$ cat src/rtl/prs_pkg.sv
`timescale 1ns / 1ps
package prs_pkg;

	localparam int VFRAC       = 24;
	localparam int QUEUE_DEPTH = 4;
	localparam int VEC_W       = 33;
	localparam int UNIT_W      = 26;
	localparam int ADDR_W      = 6;
	localparam int DATA_W      = 64;

	localparam logic [40:0] POW_ONE = 41'(1) << VFRAC;
	localparam logic [40:0] POW_CAP = 41'(1) << 40;
	localparam logic [40:0] ACC_ONE = 41'(1) << 40;

	typedef enum logic [2:0] {
		REG_AMBIENT,
		REG_DIFFUSE,
		REG_SPECULAR,
		REG_LIGHT_X,
		REG_LIGHT_Y,
		REG_LIGHT_Z,
		REG_CAMERA,
		REG_SHININESS
	} reg_idx_t;

	typedef enum logic [3:0] {
		UV_IDLE,
		UV_MAX,
		UV_NORM,
		UV_SQ,
		UV_SUM,
		UV_SQRT,
		UV_DIV,
		UV_DONE
	} uv_state_t;

	typedef enum logic [3:0] {
		BK_IDLE,
		BK_VEC,
		BK_DOT,
		BK_D,
		BK_R1,
		BK_R2,
		BK_RE1,
		BK_RE2,
		BK_POWLO,
		BK_POWHI,
		BK_COL1,
		BK_COL2,
		BK_OUT
	} bk_state_t;

	typedef struct packed {
		logic signed [31:0] point_x;
		logic signed [31:0] point_y;
		logic signed [31:0] point_z;
		logic signed [15:0] normal_x;
		logic signed [15:0] normal_y;
		logic signed [15:0] normal_z;
	} pixel_t;

	typedef struct packed {
		logic [7:0] red;
		logic [7:0] green;
		logic [7:0] blue;
	} color_t;

	typedef struct packed {
		logic [47:0] ambient;
		logic [47:0] diffuse;
		logic [47:0] specular;
		logic [31:0] light_x;
		logic [31:0] light_y;
		logic [31:0] light_z;
		logic [30:0] camera;
		logic [7:0]  shininess;
	} cfg_t;

	typedef struct packed {
		logic [2:0][VEC_W-1:0] lv;
		logic [2:0][VEC_W-1:0] ev;
		logic [2:0][15:0]      nrm;
	} item_t;

	typedef struct packed {
		logic valid;
		logic pop;
	} q_ctl_t;

endpackage

$ cat src/rtl/prs_front.sv
`timescale 1ns / 1ps
module prs_front #(
	parameter int DEPTH = prs_pkg::QUEUE_DEPTH
) (
	input  logic            clk,
	input  logic            arst_n,
	input  logic            start,
	output logic            busy,
	input  prs_pkg::pixel_t pixel,
	input  prs_pkg::cfg_t   cfg,
	input  logic            pop,
	output logic            q_valid,
	output prs_pkg::item_t  q_item
);
	import prs_pkg::*;

	localparam int PW = (DEPTH > 1) ? $clog2(DEPTH) : 1;
	localparam int CW = $clog2(DEPTH + 1);

	item_t          fifo_q [DEPTH];
	logic [PW-1:0]  head_q, tail_q;
	logic [CW-1:0]  count_q;
	item_t          entry;
	logic           push;

	assign push    = start && !busy;
	assign busy    = (count_q == CW'(DEPTH));
	assign q_valid = (count_q != '0);
	assign q_item  = fifo_q[head_q];

	always_comb begin
		entry        = '0;
		entry.lv[0]  = {cfg.light_x[31], cfg.light_x} - {pixel.point_x[31], pixel.point_x};
		entry.lv[1]  = {cfg.light_y[31], cfg.light_y} - {pixel.point_y[31], pixel.point_y};
		entry.lv[2]  = {cfg.light_z[31], cfg.light_z} - {pixel.point_z[31], pixel.point_z};
		entry.ev[0]  = VEC_W'(0) - {pixel.point_x[31], pixel.point_x};
		entry.ev[1]  = VEC_W'(0) - {pixel.point_y[31], pixel.point_y};
		entry.ev[2]  = VEC_W'(0) - {2'b00, cfg.camera} - {pixel.point_z[31], pixel.point_z};
		entry.nrm[0] = pixel.normal_x;
		entry.nrm[1] = pixel.normal_y;
		entry.nrm[2] = pixel.normal_z;
	end

	always_ff @(posedge clk) begin
		if (push) begin
			fifo_q[tail_q] <= entry;
		end
	end

	always_ff @(posedge clk or negedge arst_n) begin
		if (!arst_n) begin
			head_q  <= '0;
			tail_q  <= '0;
			count_q <= '0;
		end else begin
			if (push) begin
				tail_q <= (tail_q == PW'(DEPTH - 1)) ? '0 : tail_q + 1'b1;
			end
			if (pop) begin
				head_q <= (head_q == PW'(DEPTH - 1)) ? '0 : head_q + 1'b1;
			end
			if (push && !pop) begin
				count_q <= count_q + 1'b1;
			end else if (pop && !push) begin
				count_q <= count_q - 1'b1;
			end
		end
	end

endmodule

$ cat config.mk
export PLATFORM = sky130hd
export DESIGN_NAME = prs_front
export DESIGN_NICKNAME = d
export VERILOG_FILES = /design/src/rtl/prs_pkg.sv /design/src/rtl/prs_front.sv
export SDC_FILE = /design/constraint.sdc
export NUM_CORES = 1
export LEC_CHECK = 0
export BUFFER_PORTS_ARGS = -buffer_cell sky130_fd_sc_hd__buf_2
export CORE_UTILIZATION = 60
export DETAILED_ROUTE_END_ITERATION = 8
export GPL_TIMING_DRIVEN = 0
export PLACE_DENSITY = 0.84
export SLEW_MARGIN = 10
export SYNTH_ARGS = -nofsm -noshare
export SYNTH_HDL_FRONTEND = slang
export SYNTH_SLANG_ARGS = --single-unit
$ cat constraint.sdc
create_clock -name clk -period 18.9 [get_ports clk]
set_input_delay 3.78 -clock clk [delete_from_list [all_inputs] [get_ports clk]]
set_output_delay 3.78 -clock clk [all_outputs]
set_load 0.05 [all_outputs]
==> After elaboration in Yosys (flattened, before gate mapping) <==
Memory sizes are Yosys's and may differ from the RTL's.
Cells that the tools add are included.
{ "word_totals": {"out_inout_bits": 248, "mem_bits_rw": 984, "word_cells": 32, "latch_bits": 0, "regBits": 7, "n_memories": 1, "input_bits": 427, "romBits": 0} }
{ "mem_list": {"columns": ["name", "depth", "word_bits", "read_ports", "rd_ports_with_merged_regs", "write_ports", "line_no", "rtl"], "rows": [
  ["fifo_q", 4, 246, 1, 0, 1, "prs_front.sv:20", "item_t fifo_q [DEPTH];"]
]} }
{ "classes": {"n_div": 0, "multipliers": 0, "mux": 6, "order_cmp": 0, "n_reduce_logical": 8, "bitwise": 0, "add_sub_neg": 11, "eq_ne": 3, "shift": 0} }
{ "ops": {"columns": ["cell", "count"], "rows": [
  ["subtractor 32 x 32 -> 33 bit", 4],
  ["subtractor 1 x 32 -> 33 bit (first input constant)", 2],
  ["subtractor 1 x 31 -> 32 bit (first input constant)", 1],
  ["two-way mux 3 bit", 2],
  ["adder 2 x 1 -> 2 bit (second input constant)", 2],
  ["== test 2 bit (second input constant)", 2],
  ["two-way mux 2 bit", 2],
  ["adder 3 x 1 -> 3 bit (second input constant)", 1],
  ["== test 3 bit (second input constant)", 1],
  ["logical AND 1 bit", 3],
  ["zero test 1 bit", 3],
  ["nonzero test 3 bit", 1],
  ["subtractor 3 x 1 -> 3 bit (second input constant)", 1],
  ["two-way mux 1 bit", 2],
  ["nonzero test 2 bit", 1]
]} }

==> Longest topological paths before layout <==
Gate-level depths: netlist of the first run.
{ "logic_depth": {"ltp_word": 7, "depth_mapped": 16, "ltp_nobuf": 16} }

==> Worst setup path after synthesis of the first run <==
OpenSTA, ideal clock, no wires.
{ "synth_path": {"path_type": "input port to flip-flop", "startpoint": "input port start", "endpoint": "memory fifo_q[0][0] (netlist bit) (enable)", "setup_ns": 0.638, "cell_stages": 3, "t_arrival_ns": 9.746, "path_buffers": 1, "t_required_ns": 18.262, "setup_slack_ns": 8.516, "cell_sequence": "nor2b_1 clkbuf_1 and2_1"} }
{ "synth_via": {"elab_chain_len": 3} }
{ "synth_lines": {"columns": ["item", "line_no", "rtl"], "rows": [
  ["start, declared", "prs_front.sv:7", "input logic start,"],
  ["logical AND 1 bit", "prs_front.sv:26", "assign push = start && !busy;"],
  ["via push", "prs_front.sv:24", "logic push;"],
  ["two-way mux 1 bit", "prs_front.sv:45", "if (push) begin"],
  ["two-way mux 1 bit (implied by the code)", "prs_front.sv:46", "fifo_q[tail_q] <= entry;"],
  ["end, declared", "prs_front.sv:20", null]
]} }
The timed path passes the listed nets, and every way through them passes these cells.

==> results of run 1 <==
## metrics by stage
| stage | util (%) | instances | worst slack (ns) | hold WS [ns] |
|---|---|---|---|---|
| floorplan | - | 2570 | 8.52 | 0.447 |
| global placement | 65.8 | 4051 | 4.18 | 0.467 |
| detailed placement | 66.6 | 4071 | 10.30 | 0.499 |
| CTS | 70.8 | 4247 | 10.80 | 0.506 |
| global route | 70.9 | 4259 | 10.61 | 0.516 |
| finish | 70.9 | 4267 | 10.79 | 0.511 |
## cell families after synthesis
group,after synthesis,share of synthesized area [%]
adders and majority gates,142,4.11
buffers and inverters,214,1.84
and+or+nand+nor,403,4.67
muxes,250,12.6
AOI/OAI and AO/OA,364,5.32
DFF,991,67.3
xor gates and xnor gates,206,4.09
## cell usage in the layout, fill, tap and decap left out, drive strengths merged, types with 8 or more instances in the layout
cell      n
nor3     40
nand2   108
a21oi   117
or4      13
nand4    14
o21a     20
a211oi   15
buf     582
o211ai   21
mux4    246
nor2     97
clkbuf  158
a21o     53
nor2b    19
and2     13
and3     14
inv     138
edfxtp  984
a221oi    8
nand2b   11
ha      137
xnor2   158
o21bai   10
or3      14
diode    20
nand3    28
a31oi    13
clkinv   46
nor4     13
xor2     48
o21ai    57
## worst max-delay path: stages
cell	delay [ns]
sky130_fd_sc_hd__buf_2	0.13
sky130_fd_sc_hd__nor3_1	0.24
sky130_fd_sc_hd__nand3_1	0.37
sky130_fd_sc_hd__or3_1	0.48
sky130_fd_sc_hd__nor3_1	0.22
sky130_fd_sc_hd__xnor2_1	0.15
sky130_fd_sc_hd__ha_1	0.31
sky130_fd_sc_hd__a21oi_1	0.31
sky130_fd_sc_hd__nor2b_1	0.08
sky130_fd_sc_hd__o21a_1	0.17
sky130_fd_sc_hd__a311oi_1	0.60
sky130_fd_sc_hd__o31ai_1	0.27
sky130_fd_sc_hd__a221oi_1	0.52
sky130_fd_sc_hd__o21ai_0	0.26
sky130_fd_sc_hd__o21ai_0	0.56
## routing by layer
layer | up-vias | track usage [%] | share of wire, %
met1 | 13300 | 38.2 | 36
met3 | 277 | 7.80 | 10
met4 | 22 | 11.1 | 3.7
met5 | - | 0 | 0.12
li1 | 11600 | - | -
met2 | 1450 | 51.0 | 50
## flip-flops by register name, indices dropped and copies added (netlist names)
name     cells
tail_q       2
fifo_q     984
count_q      3
head_q       2
## report_power, final
group / total, µW / internal (µW) / leakage (µW) / switching [µW]
combinational: 3630 / 1020 / 0.00791 / 2610
sequential: 3070 / 2970 / 0.00910 / 108
clock: 1870 / 1060 / 0.00151 / 812
total: 8580 / 5050 / 0.0185 / 3530
## path summary, 6_finish.rpt
check	start	endpoint	slack [ns]	cells after the start
setup / recovery	cfg[10]	fifo_q[2][146]	10.79	15
hold / removal	count_q[2]	count_q[2]	0.51	1
setup reg to reg	count_q[2]	fifo_q[1][159]	15.86	7
hold reg to reg	count_q[2]	count_q[2]	0.51	1
max in group asynchronous	arst_n	tail_q[1]	15.77	1
min in group asynchronous	arst_n	count_q[2]	2.96	1
## cell type report
cell class	instances	area (µm²)	share of cell area (%)
diodes	20	50.0	0.0969
clock inverters	57	484	0.938
well taps	959	1200	2.32
inverters	135	507	0.981
plain buffers	79	308	0.596
multi-input cells	1365	13600	26.4
clock buffers	119	2590	5.03
flip-flops and latches	991	29700	57.6
repair buffers	542	3140	6.08
==> impl_summary.txt, run 1 <==
----------------------------------------------------
[Pwr]
  Pwr dens ... 166 nW/µm²
  Overall power ... 8580 µW
  Pleak ... 0.0185 µW
  Maximum vdd ir drop ... 0.145 mV

[Synthesis]
  Share of flip-flops with an asynchronous set or reset after synthesis ... 0.706%
  Number of distinct library cells after synthesis ... 74
  Number of flops mapped to enable cells by yosys ... 984
  Main area contributors after synthesis ... sky130_fd_sc_hd__edfxtp_1, sky130_fd_sc_hd__mux4_2, sky130_fd_sc_hd__ha_1
  Proportion of netlist area held by the largest area contributor ... 66.9%
  Synth Area per Inst ... 17.2 µm²
  Synth Register Bits ... 991
  Seq/Total Area, Yosys ... 67.3%
  Cell type with the highest aggregate area in the netlist ... sky130_fd_sc_hd__edfxtp_1
  Number of warnings reported in the yosys synthesis log ... 0
  Most instantiated flip-flop cell in the synthesis netlist ... sky130_fd_sc_hd__edfxtp_1
  Post-synthesis cell count ... 2570
  Synth Net Count ... 3139
  Post-Syn Area ... 44100 µm²
  Most frequent cells after synthesis ... sky130_fd_sc_hd__edfxtp_1, sky130_fd_sc_hd__mux4_2, sky130_fd_sc_hd__xnor2_1, sky130_fd_sc_hd__ha_1, sky130_fd_sc_hd__inv_1
  Top-count cell post-synth ... sky130_fd_sc_hd__edfxtp_1

[Clock network]
  Total of hold buffers inserted after clock tree synthesis ... 0
  Number of clock sinks ... 991
  Max clock buf depth ... 3
  Clock-pin slew of the registers on the worst-case setup and hold paths ... 0.06 ns
  Post-cts gate resize count ... 0
  Buffers inserted by post-CTS timing repair ... 0
  Worst skew pair latency ... 0.66 ns
  Number of buffers created by CTS ... 98
  # H-tree levels ... 3
  Clock tree from TritonCTS ... done
  Clock root buffer ... sky130_fd_sc_hd__clkbuf_16

[Critical path]
  Launching element type of the critical path ... input pin
  Element type at the critical path end ... flop
  Setup Crit Path Kind ... input pin to flop
  Largest driver fanout on the critical path ... 7
  Crit path required time ... 19.26 ns
  Arrival time reported for the critical path endpoint ... 8.47 ns

[Floorplan]
  Standard cell core area ... 72800 µm²
  Initial standard-cell utilization of the core ... 60.6%
  Die Wd ... 273 µm
  Vert. Die Dim ... 273 µm
  Core Rows ... 99
  Full die area ... 74700 µm²
  I/O Pins ... 675

[STA]
  Number of endpoints failing setup at the final stage ... 0
  Fmax ... 123 MHz
  Setup tns final ... 0 ns
  Least-Margin Pin Slew ... 1.24 ns
  Final slew viol count ... 0
  Final min period ... 8.11 ns
  Count of final hold-check violations ... 0
  RSZ-0062 raised after global routing ... no
  Headroom to the max-slew limit ... 17.5%
  Fin Clk Skew ... 0.0250 ns
  Final worst-path cycle share ... 42.9%

[GRT]
  Antenna violations before repair ... 26
  Overall fraction of global-route tracks in use ... 30.3%
  Global-route wire length before repair ... 167000 µm
  Largest net degree at the start of global routing ... 56
  GR Overflow Total ... 0
  Vias in the first global route ... 27300

[Routing]
  Number of violations reported at the end of detailed-routing iteration 0 ... 2599
  Router iterations before antenna repair ... 6
  Via-per-instance ratio ... 6.24
  Post-detailed-routing wire length ... 113000 µm
  Total number of vias ... 26600
  DRC viols ... 0
  Average routed wire per standard cell ... 26.5 µm
  Residual antenna-violating net count after detailed routing ... 0

[Layout]
  Area delta synth->final ... 16.9%
  Final non-filler cell area ... 51600 µm²
  Fillers ... 4498
  Count of nets after finishing ... 3781
  Share of layout cells above drive strength 1 ... 29.2%

[Min path]
  Path category of the worst min-delay check ... flop to flop

[Run]
  Number of max-cap violations ... 0

[Placed design]
  Placed cell area ... 48500 µm²
  Final weighted congestion of routability-driven global placement ... 0.908
  Number of buffer cells added on primary ports ... 522
  Post-detail-place hpwl ... 78100 µm

[Outcome]
  Run status ... completed

----------------------------------------------------
Note: power is estimated with default switching activity, not from simulation.
==> run 2: changes to the inputs <==
--- a/config.mk
+++ b/config.mk
@@ -6,10 +6,10 @@
 export NUM_CORES = 1
 export LEC_CHECK = 0
 export BUFFER_PORTS_ARGS = -buffer_cell sky130_fd_sc_hd__buf_2
-export CORE_UTILIZATION = 60
+export CORE_UTILIZATION = 52
 export DETAILED_ROUTE_END_ITERATION = 8
 export GPL_TIMING_DRIVEN = 0
-export PLACE_DENSITY = 0.84
+export PLACE_DENSITY = 0.77
 export SLEW_MARGIN = 10
 export SYNTH_ARGS = -nofsm -noshare
 export SYNTH_HDL_FRONTEND = slang
==> constraint.sdc (replaced) <==
create_clock -name clk -period 6.5 [get_ports clk]
set_input_delay 1.3 -clock clk [delete_from_list [all_inputs] [get_ports clk]]
set_output_delay 1.3 -clock clk [all_outputs]
set_load 0.05 [all_outputs]
==> run 2 against run 1 <==
Compared with the run above: first-iteration DRC count fell by 24%; non-clock buffer count rose by 2; via count fell by 3.3%; worst hold slack got worse by 0.067 ns; sequential power rose to 2.9 times the previous value; critical endpoint is now fifo_q[0][146]; highest routed layer unchanged; critical path depth unchanged; critical path type unchanged; largest cell class unchanged; combinational power grew to 2.9 times the previous value; design area up 0.68%; setup slack got worse by 9.8 ns; flip-flop and latch count did not move.
==> impl_summary.txt, run 2 (synthesis results as in run 1) <==
----------------------------------------------------
[Layout]
  Largest reg by FF count ... fifo_q
  Commonest non-fill, non-tap cell in the layout ... sky130_fd_sc_hd__edfxtp_1
  Post-route insts no fill ... 4448
  Area delta synth->final ... 17.7%
  Count of nets after finishing ... 3784
  Share of layout cells above drive strength 1 ... 29.1%
  Highest-count cells in the layout ignoring fill and taps ... sky130_fd_sc_hd__edfxtp_1, sky130_fd_sc_hd__buf_2, sky130_fd_sc_hd__mux4_2
  Largest register FFs ... 984
  Top Registers ... fifo_q (984), count_q (3)
  Fillers ... 6160
  Post-route core utilization ... 62.0%

[STA]
  Least-Margin Pin Slew ... 1.23 ns
  Fmax ... 181 MHz
  Setup tns final ... 0 ns
  Count of final hold-check violations ... 0
  Fin Clk Skew ... 0.0331 ns
  Worst hold slack ... 0.444 ns
  Final slew viol count ... 0
  Least setup slack across all paths after layout ... 0.972 ns
  Headroom to the max-slew limit ... 18.1%
  Number of endpoints failing setup at the final stage ... 0
  RSZ-0062 raised after global routing ... no
  Final min period ... 5.53 ns
  Final worst-path cycle share ... 85.1%

[Clock network]
  Max clock buf depth ... 3
  Number of buffers created by CTS ... 99
  # H-tree levels ... 3
  Clock tree from TritonCTS ... done
  Worst skew pair latency ... 0.69 ns
  Clock-pin slew of the registers on the worst-case setup and hold paths ... 0.06 ns
  Buffers inserted by post-CTS timing repair ... 0
  Total of hold buffers inserted after clock tree synthesis ... 0
  Clock root buffer ... sky130_fd_sc_hd__clkbuf_16
  Number of clock sinks ... 991
  Post-cts gate resize count ... 0

[Routing]
  Total number of vias ... 25800
  Via-per-instance ratio ... 5.79
  DRC viols ... 0
  Average routed wire per standard cell ... 24.0 µm
  Residual antenna-violating net count after detailed routing ... 0
  Post-detailed-routing wire length ... 107000 µm
  Router iterations before antenna repair ... 5
  Number of violations reported at the end of detailed-routing iteration 0 ... 1983

[Critical path]
  Reg2reg setup slack ... 3.67 ns
  Setup Crit Path Kind ... input pin to flop
  Arrival time reported for the critical path endpoint ... 5.94 ns
  Beginning of the worst register-to-register path ... count_q[2]
  Worst R2R End ... fifo_q[2][39]
  Depth of the most critical reg-to-reg path ... 7
  Crit path required time ... 6.91 ns
  Launching element type of the critical path ... input pin
  Largest driver fanout on the critical path ... 7
  Element type at the critical path end ... flop

[Pwr]
  Pleak ... 0.0185 µW
  Maximum vdd ir drop ... 0.395 mV
  Pwr dens ... 478 nW/µm²

[GRT]
  GR Overflow Total ... 0
  Vias in the first global route ... 26200
  Global-route wire length before repair ... 158000 µm
  Antenna violations before repair ... 14
  Overall fraction of global-route tracks in use ... 24.7%
  Largest net degree at the start of global routing ... 54

[Min path]
  Path category of the worst min-delay check ... input pin to async pin

[Floorplan]
  Vert. Die Dim ... 293 µm
  I/O Pins ... 675
  Core Rows ... 106
  Initial standard-cell utilization of the core ... 52.7%
  Full die area ... 86100 µm²
  Die Wd ... 293 µm
  Standard cell core area ... 83800 µm²

[Placed design]
  Number of buffer cells added on primary ports ... 522
  Worst-case setup slack after placement ... 0.307 ns
  Total instance count after detailed placement ... 4247
  Final weighted congestion of routability-driven global placement ... 0.893
  Post-detail-place hpwl ... 76000 µm

[Run]
  Number of max-cap violations ... 0

[Outcome]
  Run status ... completed

----------------------------------------------------
==> run 2: changes by cell type in the layout (fill, tap and decap cells not counted), sizes merged <==
cell      previous run  this run
inv                138       139
buf                582       584
clkinvlp             2         6
bufinv               6         7
diode               20        15
clkinv              46        47
clkbuf             158       160
==> run 2: per-layer routing <==
metal,routed length (µm),track usage [%]
met1,42300,32.3
met2,53200,41.5
met3,8860,5.93
met4,2230,6.25
met5,62,0
==> run 2: how the worst max path moves through the flow <==
stage / from / end / slack, ns / depth (start not counted)
4_1_cts: head_q[0] / q_item[212] / 0.59 / 5
5_1_grt: cfg[10] / fifo_q[0][146] / 0.67 / 15
6_report: cfg[10] / fifo_q[0][146] / 0.97 / 15
3_5_place_dp: cfg[10] / fifo_q[1][146] / 0.31 / 15
2_1_floorplan: cfg[22] / fifo_q[0][144] / 1.24 / 15
3_3_place_gp: start / fifo_q[1][38] / -1.27 / 4
==> run 2: area by class of cell <==
cell class                      instances  area (µm²)  area share, %
Antenna cell                           15        37.5         0.0722
Buffer                                 79         305          0.587
Clock buffer                          121        2560           4.92
Clock inverter                         64         631           1.21
Inverter                              135         507          0.975
Multi-Input combinational cell       1365       13600           26.2
Sequential cell                       991       29700           57.2
Tap cell                             1134        1420           2.73
Timing Repair Buffer                  544        3180           6.11
==> run 2: where the power goes <==
part	switching [µW]	total (µW)	internal, µW
registers	271	8890	8620
logic	7430	10400	2990
clock network	2450	5560	3110
total	10100	24900	14700
==> run 2: worst max-delay path: stages <==
cell and delay (ns):
sky130_fd_sc_hd__buf_2 0.12, sky130_fd_sc_hd__nor3_1 0.26, sky130_fd_sc_hd__nand3_1 0.48, sky130_fd_sc_hd__or3_1 0.52, sky130_fd_sc_hd__nor3_1 0.20, sky130_fd_sc_hd__xnor2_1 0.15
sky130_fd_sc_hd__ha_1 0.29, sky130_fd_sc_hd__a21oi_1 0.31, sky130_fd_sc_hd__nor2b_1 0.08, sky130_fd_sc_hd__o21a_1 0.17, sky130_fd_sc_hd__a311oi_1 0.57, sky130_fd_sc_hd__o31ai_1 0.25
sky130_fd_sc_hd__a221oi_1 0.51, sky130_fd_sc_hd__o21ai_0 0.26, sky130_fd_sc_hd__o21ai_0 0.45
==> run 2: stage by stage <==
stage / instance area [µm²] / total power (µW)
final: 52000 / 24900
after floorplan: 44200 / 16600
after global placement: 48200 / 19500
after CTS: 51900 / 25100
after detailed placement: 48700 / 19500
after global routing: 52000 / 25800
